### config.mk
export PLATFORM = sky130hd
export DESIGN_NAME = saturating_pid_controller
export DESIGN_NICKNAME = d
export VERILOG_FILES = /design/src/spid_pkg.sv /design/src/saturating_pid_controller.sv /design/src/spid_cdiv.sv
export SDC_FILE = /design/constraint.sdc
export NUM_CORES = 2
export LEC_CHECK = 0
export BUFFER_PORTS_ARGS = -buffer_cell sky130_fd_sc_hd__buf_2
export CORE_MARGIN = 3
export CORE_UTILIZATION = 45
export DETAILED_ROUTE_END_ITERATION = 7
export PLACE_DENSITY = 0.66
export SETUP_SLACK_MARGIN = 0.05
export SYNTH_ARGS = -nofsm -noshare
export SYNTH_HDL_FRONTEND = slang
export SYNTH_HIERARCHICAL = 1
export SYNTH_SLANG_ARGS = --single-unit
### constraint.sdc
create_clock -name i_clk -period 21.1 [get_ports i_clk]
set_clock_uncertainty 0.05 [all_clocks]
set_input_delay 2.11 -clock i_clk [delete_from_list [all_inputs] [get_ports i_clk]]
set_output_delay 2.11 -clock i_clk [all_outputs]
set_load 0.05 [all_outputs]
### src/spid_pkg.sv
`timescale 1ns / 1ps

package spid_pkg;

    // Command codes of an input beat
    localparam logic CMD_INIT = 1'b0;
    localparam logic CMD_STEP = 1'b1;

    // Configuration register indexes
    localparam int unsigned CFG_INDEX_WIDTH = 3;
    localparam int unsigned CFG_DATA_WIDTH  = 16;

    localparam logic [CFG_INDEX_WIDTH-1:0] REG_PROP_GAIN    = 3'd0;
    localparam logic [CFG_INDEX_WIDTH-1:0] REG_INTEG_GAIN   = 3'd1;
    localparam logic [CFG_INDEX_WIDTH-1:0] REG_DERIV_GAIN   = 3'd2;
    localparam logic [CFG_INDEX_WIDTH-1:0] REG_INTEG_MODE   = 3'd3;
    localparam logic [CFG_INDEX_WIDTH-1:0] REG_ENABLE_RANGE = 3'd4;
    localparam logic [CFG_INDEX_WIDTH-1:0] REG_SOFT_RANGE   = 3'd5;
    localparam logic [CFG_INDEX_WIDTH-1:0] REG_SOFT_SLOPE   = 3'd6;
    localparam logic [CFG_INDEX_WIDTH-1:0] REG_DRIVE_MAX    = 3'd7;

    // Bits of integ_mode
    localparam int unsigned MODE_RANGE_BIT = 0;
    localparam int unsigned MODE_SOFT_BIT  = 1;

    typedef struct packed {
        logic        command;
        logic [14:0] set_point;
        logic [14:0] process_value;
    } t_in_item;

    typedef struct packed {
        logic [7:0]         drive;
        logic signed [15:0] prop_term;
        logic signed [15:0] integ_term;
        logic signed [15:0] deriv_term;
    } t_out_item;

    typedef struct packed {
        logic signed [15:0] prop;
        logic signed [15:0] integ;
        logic signed [15:0] deriv;
    } t_terms;

endpackage

### src/saturating_pid_controller.sv
`timescale 1ns / 1ps

// Channel  | Direction | Handshake           | Beat payload
// ---------+-----------+---------------------+----------------------------------------
// input    | in        | i_valid / o_stall   | i_data: command, set_point, process_value
// result   | out       | o_valid / i_stall   | o_data: drive, prop/integ/deriv terms
// config   | in        | i_cfg_we            | i_cfg_index, i_cfg_data (no read-back)
//
// One beat is taken per clock while o_stall is low. A control step passes stages 1-4,
// both dividers and the output register; an init beat updates state, gives no result.
// The sustained rate is set by the integrator loop: one add and clamp per unstalled cycle.
// Reset (i_rst_n low, synchronous) empties the pipeline, clears prev_process and
// the integrator, and loads the register defaults. A stall on the result side
// holds the output register; upstream stages keep filling bubbles until full.
module saturating_pid_controller
    import spid_pkg::*;
#(
    parameter int PROP_LIMIT  = 16000,
    parameter int INTEG_CEIL  = 3000000,
    parameter int INTEG_FLOOR = 0,
    parameter int INTEG_SCALE = 100,
    parameter int DIFF_LIMIT  = 10000,
    parameter int SUM_SCALE   = 100
) (
    input  logic                       i_clk,
    input  logic                       i_rst_n,
    input  logic                       i_valid,
    output logic                       o_stall,
    input  t_in_item                   i_data,
    output logic                       o_valid,
    input  logic                       i_stall,
    output t_out_item                  o_data,
    input  logic                       i_cfg_we,
    input  logic [CFG_INDEX_WIDTH-1:0] i_cfg_index,
    input  logic [CFG_DATA_WIDTH-1:0]  i_cfg_data
);

    // Clamp bounds at the widths of the values they limit
    localparam logic signed [24:0] PROP_HI  = 25'(PROP_LIMIT);
    localparam logic signed [24:0] PROP_LO  = 25'(-PROP_LIMIT);
    localparam logic signed [24:0] DIFF_HI  = 25'(DIFF_LIMIT);
    localparam logic signed [24:0] DIFF_LO  = 25'(-DIFF_LIMIT);
    localparam logic signed [31:0] INTEG_HI = 32'(INTEG_CEIL);
    localparam logic signed [31:0] INTEG_LO = 32'(INTEG_FLOOR);

    localparam int unsigned IDIV_SIDE = 33;   // sign of accumulator, prop, deriv
    localparam int unsigned SDIV_SIDE = $bits(t_terms);

    // ------------------------------------------------------------------
    // Configuration registers
    // ------------------------------------------------------------------
    logic [7:0]  r_prop_gain;
    logic [7:0]  r_integ_gain;
    logic [7:0]  r_deriv_gain;
    logic [1:0]  r_integ_mode;
    logic [14:0] r_enable_range;
    logic [14:0] r_soft_range;
    logic [15:0] r_soft_slope;
    logic [7:0]  r_drive_max;

    always_ff @(posedge i_clk) begin
        if (!i_rst_n) begin
            r_prop_gain    <= 8'd8;
            r_integ_gain   <= 8'd100;
            r_deriv_gain   <= 8'd10;
            r_integ_mode   <= 2'd0;
            r_enable_range <= 15'd1000;
            r_soft_range   <= 15'd200;
            r_soft_slope   <= 16'd500;
            r_drive_max    <= 8'd100;
        end else if (i_cfg_we) begin
            case (i_cfg_index)
                REG_PROP_GAIN:    r_prop_gain    <= i_cfg_data[7:0];
                REG_INTEG_GAIN:   r_integ_gain   <= i_cfg_data[7:0];
                REG_DERIV_GAIN:   r_deriv_gain   <= i_cfg_data[7:0];
                REG_INTEG_MODE:   r_integ_mode   <= i_cfg_data[1:0];
                REG_ENABLE_RANGE: r_enable_range <= i_cfg_data[14:0];
                REG_SOFT_RANGE:   r_soft_range   <= i_cfg_data[14:0];
                REG_SOFT_SLOPE:   r_soft_slope   <= i_cfg_data[15:0];
                REG_DRIVE_MAX:    r_drive_max    <= i_cfg_data[7:0];
                default: ;
            endcase
        end
    end

    // ------------------------------------------------------------------
    // Pipeline registers and handshake
    // ------------------------------------------------------------------
    logic                r_s1_valid;
    t_in_item            r_s1;

    logic                r_s2_valid;
    logic                r_s2_init;
    logic signed [15:0]  r_s2_prop;
    logic signed [15:0]  r_s2_deriv;
    logic signed [24:0]  r_s2_kiprod;
    logic signed [31:0]  r_s2_lim;
    logic                r_s2_clear;

    logic                r_s3_valid;
    logic signed [31:0]  r_s3_acc;
    logic signed [15:0]  r_s3_prop;
    logic signed [15:0]  r_s3_deriv;

    logic                r_s4_valid;
    logic signed [17:0]  r_s4_sum;
    t_terms              r_s4_terms;

    logic                r_out_valid;
    t_out_item           r_out;

    logic [14:0]         r_prev;
    logic signed [31:0]  r_integ;

    logic                w_out_ready;
    logic                w_sdiv_in_ready;
    logic                w_s4_ready;
    logic                w_idiv_in_ready;
    logic                w_s3_ready;
    logic                w_s2_go;
    logic                w_s2_ready;
    logic                w_s1_go;
    logic                w_s1_ready;
    logic                w_in_fire;
    logic                w_s3_load;
    logic                w_idiv_valid;
    logic                w_s4_load;
    logic                w_sdiv_valid;
    logic                w_out_load;

    // Ready flows back from the output register; each stage fills its bubble
    assign w_out_ready = !r_out_valid || !i_stall;
    assign w_s4_ready  = !r_s4_valid || w_sdiv_in_ready;
    assign w_s3_ready  = !r_s3_valid || w_idiv_in_ready;
    // An init beat leaves stage 2 without a slot downstream: it only clears state
    assign w_s2_go     = r_s2_valid && (r_s2_init || w_s3_ready);
    assign w_s2_ready  = !r_s2_valid || w_s2_go;
    assign w_s1_go     = r_s1_valid && w_s2_ready;
    assign w_s1_ready  = !r_s1_valid || w_s2_ready;
    assign w_in_fire   = i_valid && w_s1_ready;
    assign w_s3_load   = w_s2_go && !r_s2_init;
    assign w_s4_load   = w_idiv_valid && w_s4_ready;
    assign w_out_load  = w_sdiv_valid && w_out_ready;

    assign o_stall = !w_s1_ready;

    // ------------------------------------------------------------------
    // Stage 1 -> 2: error, gain products, clamps, integrator limit
    // ------------------------------------------------------------------
    logic signed [15:0]  w_err;
    logic signed [15:0]  w_diff;
    logic signed [15:0]  w_range_s;
    logic signed [15:0]  w_soft_s;
    logic signed [24:0]  w_prop_prod;
    logic signed [24:0]  w_deriv_prod;
    logic signed [24:0]  w_ki_prod;
    logic signed [15:0]  w_prop;
    logic signed [15:0]  w_deriv;
    logic                w_clear;
    logic [14:0]         w_soft_diff;
    logic [30:0]         w_soft_lim;
    logic signed [31:0]  w_lim;

    assign w_err        = $signed({1'b0, r_s1.set_point}) - $signed({1'b0, r_s1.process_value});
    assign w_diff       = $signed({1'b0, r_prev}) - $signed({1'b0, r_s1.process_value});
    assign w_range_s    = $signed({1'b0, r_enable_range});
    assign w_soft_s     = $signed({1'b0, r_soft_range});

    assign w_prop_prod  = w_err * $signed({1'b0, r_prop_gain});
    assign w_ki_prod    = w_err * $signed({1'b0, r_integ_gain});
    assign w_deriv_prod = w_diff * $signed({1'b0, r_deriv_gain});

    always_comb begin
        if (w_prop_prod > PROP_HI) begin
            w_prop = 16'(PROP_HI);
        end else if (w_prop_prod < PROP_LO) begin
            w_prop = 16'(PROP_LO);
        end else begin
            w_prop = 16'(w_prop_prod);
        end

        if (w_deriv_prod > DIFF_HI) begin
            w_deriv = 16'(DIFF_HI);
        end else if (w_deriv_prod < DIFF_LO) begin
            w_deriv = 16'(DIFF_LO);
        end else begin
            w_deriv = 16'(w_deriv_prod);
        end
    end

    // In range mode, drop the integrator when the error leaves the enable window
    assign w_clear = r_integ_mode[MODE_RANGE_BIT] &&
                     (w_err > w_range_s || w_err < -w_range_s);

    // Soft limit shrinks linearly toward zero as the error nears soft_range
    assign w_soft_diff = r_soft_range - w_err[14:0];
    assign w_soft_lim  = w_soft_diff * r_soft_slope;

    always_comb begin
        if (!r_integ_mode[MODE_SOFT_BIT]) begin
            w_lim = INTEG_HI;
        end else if (w_err > w_soft_s) begin
            w_lim = '0;
        end else if (w_err < 0) begin
            w_lim = INTEG_HI;
        end else begin
            w_lim = 32'(w_soft_lim);
        end
    end

    // ------------------------------------------------------------------
    // Stage 2 -> 3: integrator accumulate and clamp (the feedback loop)
    // ------------------------------------------------------------------
    logic signed [32:0]  w_acc_sum;
    logic signed [31:0]  n_integ;

    assign w_acc_sum = r_s2_clear ? 33'sd0 : 33'(r_integ) + 33'(r_s2_kiprod);

    always_comb begin
        if (w_acc_sum > 33'(r_s2_lim)) begin
            n_integ = r_s2_lim;
        end else if (w_acc_sum < 33'(INTEG_LO)) begin
            n_integ = INTEG_LO;
        end else begin
            n_integ = 32'(w_acc_sum);
        end
    end

    always_ff @(posedge i_clk) begin
        if (!i_rst_n) begin
            r_s1_valid  <= 1'b0;
            r_s2_valid  <= 1'b0;
            r_s3_valid  <= 1'b0;
            r_s4_valid  <= 1'b0;
            r_out_valid <= 1'b0;
            r_prev      <= '0;
            r_integ     <= '0;
        end else begin
            if (w_in_fire) begin
                r_s1_valid <= 1'b1;
            end else if (w_s1_go) begin
                r_s1_valid <= 1'b0;
            end

            if (w_s1_go) begin
                r_s2_valid <= 1'b1;
                r_prev     <= r_s1.process_value;
            end else if (w_s2_go) begin
                r_s2_valid <= 1'b0;
            end

            if (w_s2_go) begin
                r_integ <= r_s2_init ? 32'sd0 : n_integ;
            end

            if (w_s3_load) begin
                r_s3_valid <= 1'b1;
            end else if (w_idiv_in_ready) begin
                r_s3_valid <= 1'b0;
            end

            if (w_s4_load) begin
                r_s4_valid <= 1'b1;
            end else if (w_sdiv_in_ready) begin
                r_s4_valid <= 1'b0;
            end

            if (w_out_load) begin
                r_out_valid <= 1'b1;
            end else if (!i_stall) begin
                r_out_valid <= 1'b0;
            end
        end
    end

    // ------------------------------------------------------------------
    // Integrator / INTEG_SCALE, truncated toward zero on the magnitude
    // ------------------------------------------------------------------
    logic                  w_acc_neg;
    logic [30:0]           w_acc_mag;
    logic [14:0]           w_idiv_q;
    logic                  w_idiv_sat;
    logic [IDIV_SIDE-1:0]  w_idiv_side;
    logic                  w_i_neg;
    logic signed [15:0]    w_i_prop;
    logic signed [15:0]    w_i_deriv;
    logic signed [15:0]    w_integ_term;
    logic signed [17:0]    w_sum;

    assign w_acc_neg = r_s3_acc[31];
    assign w_acc_mag = w_acc_neg ? 31'(-r_s3_acc) : 31'(r_s3_acc);

    spid_cdiv #(
        .DIVISOR    (INTEG_SCALE),
        .X_WIDTH    (31),
        .Q_WIDTH    (15),
        .SIDE_WIDTH (IDIV_SIDE)
    ) u_integ_div (
        .i_clk   (i_clk),
        .i_rst_n (i_rst_n),
        .i_valid (r_s3_valid),
        .o_ready (w_idiv_in_ready),
        .i_x     (w_acc_mag),
        .i_side  ({w_acc_neg, r_s3_prop, r_s3_deriv}),
        .o_valid (w_idiv_valid),
        .i_ready (w_s4_ready),
        .o_q     (w_idiv_q),
        .o_sat   (w_idiv_sat),
        .o_side  (w_idiv_side)
    );

    assign w_i_neg   = w_idiv_side[32];
    assign w_i_prop  = w_idiv_side[31:16];
    assign w_i_deriv = w_idiv_side[15:0];

    // Saturate to the int16 range instead of wrapping
    always_comb begin
        if (w_i_neg) begin
            w_integ_term = w_idiv_sat ? -16'sd32768 : -$signed({1'b0, w_idiv_q});
        end else begin
            w_integ_term = w_idiv_sat ? 16'sd32767 : $signed({1'b0, w_idiv_q});
        end
    end

    assign w_sum = 18'(w_i_prop) + 18'(w_integ_term) + 18'(w_i_deriv);

    // ------------------------------------------------------------------
    // Sum / SUM_SCALE, clamped to 0..drive_max
    // ------------------------------------------------------------------
    logic [16:0]           w_sum_mag;
    logic [7:0]            w_sdiv_q;
    logic                  w_sdiv_sat;
    logic [SDIV_SIDE-1:0]  w_sdiv_side;
    t_terms                w_out_terms;
    logic [7:0]            w_drive_q;
    t_out_item             n_out;

    // A negative sum truncates to a quotient of zero or below: force zero
    assign w_sum_mag = r_s4_sum[17] ? 17'd0 : r_s4_sum[16:0];

    spid_cdiv #(
        .DIVISOR    (SUM_SCALE),
        .X_WIDTH    (17),
        .Q_WIDTH    (8),
        .SIDE_WIDTH (SDIV_SIDE)
    ) u_sum_div (
        .i_clk   (i_clk),
        .i_rst_n (i_rst_n),
        .i_valid (r_s4_valid),
        .o_ready (w_sdiv_in_ready),
        .i_x     (w_sum_mag),
        .i_side  (r_s4_terms),
        .o_valid (w_sdiv_valid),
        .i_ready (w_out_ready),
        .o_q     (w_sdiv_q),
        .o_sat   (w_sdiv_sat),
        .o_side  (w_sdiv_side)
    );

    assign w_out_terms = t_terms'(w_sdiv_side);
    assign w_drive_q   = w_sdiv_sat ? 8'hFF : w_sdiv_q;

    always_comb begin
        n_out.drive      = (w_drive_q > r_drive_max) ? r_drive_max : w_drive_q;
        n_out.prop_term  = w_out_terms.prop;
        n_out.integ_term = w_out_terms.integ;
        n_out.deriv_term = w_out_terms.deriv;
    end

    // ------------------------------------------------------------------
    // Payload registers (no reset)
    // ------------------------------------------------------------------
    always_ff @(posedge i_clk) begin
        if (w_in_fire) begin
            r_s1 <= i_data;
        end
        if (w_s1_go) begin
            r_s2_init   <= (r_s1.command == CMD_INIT);
            r_s2_prop   <= w_prop;
            r_s2_deriv  <= w_deriv;
            r_s2_kiprod <= w_ki_prod;
            r_s2_lim    <= w_lim;
            r_s2_clear  <= w_clear;
        end
        if (w_s3_load) begin
            r_s3_acc   <= n_integ;
            r_s3_prop  <= r_s2_prop;
            r_s3_deriv <= r_s2_deriv;
        end
        if (w_s4_load) begin
            r_s4_sum         <= w_sum;
            r_s4_terms.prop  <= w_i_prop;
            r_s4_terms.integ <= w_integ_term;
            r_s4_terms.deriv <= w_i_deriv;
        end
        if (w_out_load) begin
            r_out <= n_out;
        end
    end

    assign o_valid = r_out_valid;
    assign o_data  = r_out;

endmodule

### src/spid_cdiv.sv
`timescale 1ns / 1ps

// Two-stage unsigned divide by a constant with saturation.
// Stage A: range check and reciprocal multiply (quotient estimate, low by at most one).
// Stage B: back-multiply, compare remainder, correct.
module spid_cdiv
    import spid_pkg::*;
#(
    parameter int unsigned DIVISOR    = 100,
    parameter int unsigned X_WIDTH    = 31,
    parameter int unsigned Q_WIDTH    = 15,
    parameter int unsigned SIDE_WIDTH = 32
) (
    input  logic                  i_clk,
    input  logic                  i_rst_n,
    input  logic                  i_valid,
    output logic                  o_ready,
    input  logic [X_WIDTH-1:0]    i_x,
    input  logic [SIDE_WIDTH-1:0] i_side,
    output logic                  o_valid,
    input  logic                  i_ready,
    output logic [Q_WIDTH-1:0]    o_q,
    output logic                  o_sat,
    output logic [SIDE_WIDTH-1:0] o_side
);

    localparam int unsigned      DIV_BITS  = $clog2(DIVISOR);
    localparam int unsigned      SHIFT     = Q_WIDTH + DIV_BITS;
    localparam int unsigned      MUL_WIDTH = Q_WIDTH + 1;
    localparam int unsigned      DIV_WIDTH = $clog2(DIVISOR + 1);
    localparam longint unsigned  RECIP     = (64'd1 << SHIFT) / DIVISOR;
    localparam longint unsigned  SAT_LIMIT = (64'd1 << Q_WIDTH) * DIVISOR;

    logic                           r_va;
    logic                           r_vb;
    logic [SHIFT-1:0]               r_x_a;
    logic [Q_WIDTH-1:0]             r_q0;
    logic                           r_sat_a;
    logic [SIDE_WIDTH-1:0]          r_side_a;
    logic [Q_WIDTH-1:0]             r_q;
    logic                           r_sat;
    logic [SIDE_WIDTH-1:0]          r_side;

    logic                           w_ready_a;
    logic                           w_ready_b;
    logic                           w_load_a;
    logic                           w_load_b;
    logic                           w_sat;
    logic [SHIFT-1:0]               w_x_s;
    logic [SHIFT+MUL_WIDTH-1:0]     w_prod;
    logic [Q_WIDTH+DIV_WIDTH-1:0]   w_qd;
    logic [SHIFT-1:0]               w_rem;
    logic [Q_WIDTH-1:0]             n_q;

    assign w_ready_b = !r_vb || i_ready;
    assign w_ready_a = !r_va || w_ready_b;
    assign w_load_a  = i_valid && w_ready_a;
    assign w_load_b  = r_va && w_ready_b;
    assign o_ready   = w_ready_a;

    assign w_sat  = 64'(i_x) >= SAT_LIMIT;
    assign w_x_s  = SHIFT'(i_x);
    assign w_prod = w_x_s * MUL_WIDTH'(RECIP);

    assign w_qd  = r_q0 * DIV_WIDTH'(DIVISOR);
    assign w_rem = r_x_a - SHIFT'(w_qd);
    assign n_q   = (w_rem >= SHIFT'(DIVISOR)) ? r_q0 + 1'b1 : r_q0;

    always_ff @(posedge i_clk) begin
        if (!i_rst_n) begin
            r_va <= 1'b0;
            r_vb <= 1'b0;
        end else begin
            if (w_load_a) begin
                r_va <= 1'b1;
            end else if (w_load_b) begin
                r_va <= 1'b0;
            end
            if (w_load_b) begin
                r_vb <= 1'b1;
            end else if (i_ready) begin
                r_vb <= 1'b0;
            end
        end
    end

    always_ff @(posedge i_clk) begin
        if (w_load_a) begin
            r_x_a    <= w_x_s;
            r_q0     <= w_prod[SHIFT+Q_WIDTH-1:SHIFT];
            r_sat_a  <= w_sat;
            r_side_a <= i_side;
        end
        if (w_load_b) begin
            r_q    <= n_q;
            r_sat  <= r_sat_a;
            r_side <= r_side_a;
        end
    end

    assign o_valid = r_vb;
    assign o_q     = r_q;
    assign o_sat   = r_sat;
    assign o_side  = r_side;

endmodule
; Word-level counts from Yosys, hierarchy flattened
; Cells that the tools add are included.
[classes]
n_addsub = 13
mul = 8
div_mod_pow = 0
n_lt_le_gt_ge = 15
eq_ne = 8
n_shift = 0
mux = 35
bitwise_logic = 2
n_reduce_logical = 54
[ops]
columns = cell, count
row1 = $mux 32, 3
row2 = $mul 16x9->25, 3
row3 = $mux 16, 4
row4 = $gt 25x15->1 const B, 2
row5 = $lt 25x15->1 const B, 2
row6 = $mux 22, 2
row7 = $mul 22x16->37 const B, 1
row8 = $add 32x25->33, 1
row9 = $gt 33x32->1, 1
row10 = $lt 33x1->1 const B, 1
row11 = $mux 33, 1
row12 = $gt 16x16->1, 2
row13 = $neg 15->16, 2
row14 = $sub 15x15->16, 2
row15 = $ge 31x22->1 const B, 1
row16 = $mul 15x16->31, 1
row17 = $mux 31, 1
row18 = $neg 31->31, 1
row19 = $mux 15, 2
row20 = $sub 15x15->15, 2
row21 = $mux 8, 3
row22 = $mul 15x9->23 const B, 1
row23 = $ge 22x7->1 const B, 1
row24 = $sub 22x22->22, 1
row25 = other kinds (26), 94
[totals]
ff_bits = 692
latch_bits = 0
ramBits = 0
romBits = 0
output_inout_bits = 58
elab_cells = 191
mem_count = 0

; Logic depth before layout (Yosys ltp)
[depth]
depth_word = 14
mapped_depth = 43

; Modules after synthesis
; The synthesis kept the hierarchy.
[modules_own_cells]
columns = module, n_inst, cells_each, area_each_um2, seq_area_each_um2
row1 = saturating_pid_controller, 1, 4775, 45135.8, 11861.4
row2 = spid_cdiv (u_integ_div), 1, 1098, 12921.1, 3583.4
row3 = spid_cdiv (u_sum_div), 1, 546, 7718.7, 3853.7

; Worst setup path before layout
; OpenSTA, ideal clock, no wires.
[synth_timing]
path_type = reg2reg
from = reg r_s1[2] in the netlist's numbering
to = reg r_s2_lim[27] (data pin)
setup_ns = 0.157
arrival_time_ns = 10.099
setup_slack_ns = 10.794
path_stages_with_launch = 40
path_buffers = 2
synth_period_minus_slack_ns = 10.306
cell_sequence = edfxtp_1 -> inv_1 -> ha_1 -> nor2b_1 -> o21ai_0 -> a21boi_0 -> o21ai_0 -> a21boi_0 -> o21ai_0 -> a21boi_0 -> or2_2 -> o311ai_1 -> clkbuf_1 -> ha_1 -> nor3_1 -> nor2_1 -> a2111o_1 -> o311ai_0 -> [... 4 more ...] -> inv_1 -> fa_1 -> fa_1 -> fa_1 -> inv_1 -> fa_1 -> inv_1 -> ha_1 -> a21o_1 -> a21o_1 -> a21o_1 -> a2111oi_0 -> o31a_1 -> nor3_1 -> o41ai_1 -> a21boi_0 -> o21a_1 -> nor3_1
[synth_between]
elab_chain_cells = 3
word_cells_on_any_way = 6
cone_classes = add/sub: 2 / mul: 1 / order compare: 2 / reduce/logical: 1
[synth_lines]
columns = element, line_no
row1 = from (decl), saturating_pid_controller.sv:90  ; t_in_item r_s1;
row2 = from (signal assigned), saturating_pid_controller.sv:375  ; r_s1 <= i_data;
row3 = $sub 15x15->16 *, saturating_pid_controller.sv:164  ; assign w_err = $signed({1'b0, r_s1.set_point}) - $signed({1'b0, r_s1.process_value});
row4 = "$sub 15x15->15, or another cell as far along", saturating_pid_controller.sv:196  ; assign w_soft_diff = r_soft_range - w_err[14:0];
row5 = $mul 15x16->31 or $reduce_or 3->1 (tied branches), -
row6 = to (signal assigned), saturating_pid_controller.sv:382  ; r_s2_lim <= w_lim;
row7 = to (decl), saturating_pid_controller.sv:97  ; logic signed [31:0] r_s2_lim;
; Every way passes the cells marked *; elsewhere a longest branch is shown, timed or not.
; A chain may end at the register's enable or synchronous reset.

; Worst setup path in the final report
[layout_timing]
from = reg r_s1[0] in the netlist's numbering
to = reg r_s2_lim[27] (data pin)
; The elaborated chain is that of the path after synthesis.

==> flow_summary_export.csv <==
group,metric,value,unit
cts,clkLatencyLatePin,0.69,ns
cells_and_area,fillers,13100,
detailed_routing,firstDrtPassIters,6,
timing,fin_crit_sh,53.5,%
place,port_buffers,112,
yosys,postSynthCellCount,6419,
cts,tritoncts,"built",
timing,fmax,0.0886,GHz
floorplan,start_util,45.6,%
cells_and_area,drive_above_1_share,6.00,%
yosys,synth_area_per_cell,10.2,sq um
yosys,synth_edf_count,552,
yosys,synthesis.nets,7976,
cells_and_area,area_growth,8.52,%
timing,setup_tns,0,ns
detailed_routing,routedWlPerCell,17.9,um
place,place_hpwl,119,mm
floorplan,dieWidth,388,um
cts,post_cts_buffers,0,
floorplan,core_region_area,144000,sq um
timing,final-setup-viol-count,0,
cts,path_clk_slew,0.06,ns
cts,clock_path_buffers,3,
cts,clock-root-buffer,"clkbuf_16",
detailed_routing,initialDrtViolationCount,2732,
setup_path,cpMaxStageDelayCell,"fa_1",
floorplan,die_area,151000,sq um
yosys,ys_warn_count,6,
run_status,status,"finished clean",
timing,rsz0062_at_grt,"no",
cts,clkSinkCount,688,
yosys,synth_seq_cells,688,
setup_path,cp_max_fo,16,
setup_path,crit_type,"reg2reg",
setup_path,worstPathRequired,21.43,ns
timing,worstMarginPinSlew,1.21,ns
setup_path,endpoint_kind,"flip-flop",
setup_path,arrival,11.62,ns
floorplan,io_pins,113,
setup_path,reg2reg_from,"r_s1[0]",
detailed_routing,drc,0,
setup_path,crit_family,"adder cells",
cts,cts_buffers,77,
yosys,async_flop_share,0,%
grt,grt_antenna_before_repair,7,
cells_and_area,multiInputGateArea,42100,sq um
cells_and_area,regArea,19300,sq um
grt,grt_max_degree,91,
detailed_routing,vias,45400,
cts,ctsResizeCount,0,
yosys,syn_area,65800,sq um
yosys,synthDistinctLibCells,103,
setup_path,max_stage_delay,1.02,ns
grt,grt_pass1_wl,247,mm
yosys,synth-seq-area-share,29.3,%
grt,first_global_vias,46400,
grt,grt_overflow_total,0,
setup_path,start_kind,"flip-flop",
cts,ctsHoldBuffers,0,
cts,htreeDepth,3,
worst_hold_path,min_path_type,"reg2reg",
timing,timing.final.crit_period,11.29,ns
yosys,synth_ff_type,"edfxtp_1",
timing,final_max_slew_viol_count,0,
setup_path,critical_path.startpoint,"r_s1[0]",
setup_path,critPathBufInv,4,
run,cap_violations,0,
detailed_routing,routed_wl,152,mm
timing,hold_viol_final,0,
floorplan,die_y,388,um
cells_and_area,fin_nets,8076,
setup_path,crit_top_cell,"fa_1",
grt,grt_usage,20.4,%
place,gp_congestion,0.884,
worst_hold_path,hold_path.startpoint,"r_s2_prop[0]",
detailed_routing,vias_per_cell,5.34,
timing,relSlewSlack,18.8,%
detailed_routing,ant_nets,0,
floorplan,num_rows,139,
-- registers in the layout, indices dropped and copies added, names as in the netlist, 18 cells and up --
signal	cells
o_data	56
r_integ	32
r_s1	31
r_s2_kiprod	25
r_s2_lim	31
r_s3_acc	32
r_s4_sum	18
r_s4_terms	48
u_integ_div/o_side	33
u_integ_div/r_side_a	33
u_integ_div/r_x_a	20
u_sum_div/o_side	48
u_sum_div/r_side_a	48
-- metal layers --
layer  global-route usage (%)  vias to the layer above  wire length [um]
met2                     34.0                     1021             72100
met3                     2.65                      225              7260
met4                     5.81                        0              4160
met1                     27.9                    22500             68300
li1                         -                    21700                 -
met5                        0                        -                 0
-- cell families after synthesis --
group / after synthesis / synth area share [%]
simple gates: 1782 / 13.5
fa+ha+maj: 1502 / 36.6
buf+inv: 1203 / 6.93
compound gates: 964 / 9.90
flops: 688 / 29.3
xor+xnor: 259 / 3.45
mux: 20 / 0.341
other cells: 1 / 0.00570
-- cell usage in the layout, fill, tap and decap left out, types with 50 or more instances in the layout --
cell / n
nor2b_1: 129
clkbuf_16: 79
edfxtp_1: 552
xor2_1: 79
a21boi_0: 90
inv_1: 1043
nor2_1: 237
buf_4: 69
nand3_1: 68
fa_1: 700
nand2b_1: 50
xnor2_1: 168
a22oi_1: 57
a21oi_1: 218
nand2_1: 677
buf_2: 111
a21o_1: 90
nor3_1: 75
dfxtp_1: 136
ha_1: 802
and2_1: 311
o21ai_0: 164
-- worst paths after layout --
path,endpoint,slack (ns),cells after the start
worst max-delay path,r_s2_lim[27],9.81,34
worst max register to register,r_s2_lim[27],9.81,34
worst min-delay path,r_s3_prop[0],0.34,0
worst min register to register,r_s3_prop[0],0.34,0
-- metrics by stage --
| step | utilization (%) | worst slack, ns | hold WS (ns) | instances | cell area (sq um) |
|---|---|---|---|---|---|
| global route | 49.4 | 9.08 | 0.356 | 8485 | 71400 |
| floorplan | - | 10.79 | 0.350 | 6419 | 65800 |
| global placement | 47.6 | 10.19 | 0.351 | 8343 | 68800 |
| finish | 49.4 | 9.81 | 0.345 | 8487 | 71400 |
| CTS | 49.4 | 9.82 | 0.337 | 8482 | 71400 |
| detailed placement | 47.6 | 9.89 | 0.355 | 8343 | 68800 |
-- final cells by class --
cell class                      instances  share of cell area, %
Antenna cell                            5                 0.0175
Clock buffer                           98                   2.90
Clock inverter                         41                  0.766
Inverter                             1044                   5.49
Multi-Input combinational cell       4528                   58.9
Sequential cell                       688                   27.0
Tap cell                             1903                   3.34
Timing Repair Buffer                  180                   1.50
-- cells in the mapped netlist (14+ instances only) --
cell,count,area (sq um)
a22oi_1,57,428
ha_1,802,10000
nand3_1,68,340
o211ai_1,26,195
o2111ai_1,16,140
nand2_1,677,2540
a211oi_1,32,240
or3_1,31,194
a21oi_1,218,1090
nand2b_1,50,313
dfxtp_1,136,2720
clkbuf_1,140,526
a21boi_0,90,676
and3_1,30,188
a311oi_1,14,123
o21a_1,49,368
nor3_1,76,380
nor2b_1,133,832
o31ai_1,20,150
edfxtp_1,552,16600
xor2_1,79,692
o21ai_0,165,826
or2_2,21,131
o21bai_1,28,210
xnor2_1,180,1580
fa_1,700,14000
a31oi_1,21,131
or4_1,18,135
nand4_1,45,282
and2_1,315,1970
nor2_1,237,890
a21o_1,90,676
inv_1,1044,3920
nor4_1,21,131
Power is not shown: default switching activity piles up to over one toggle a cycle in this logic, so the estimate is an artifact.
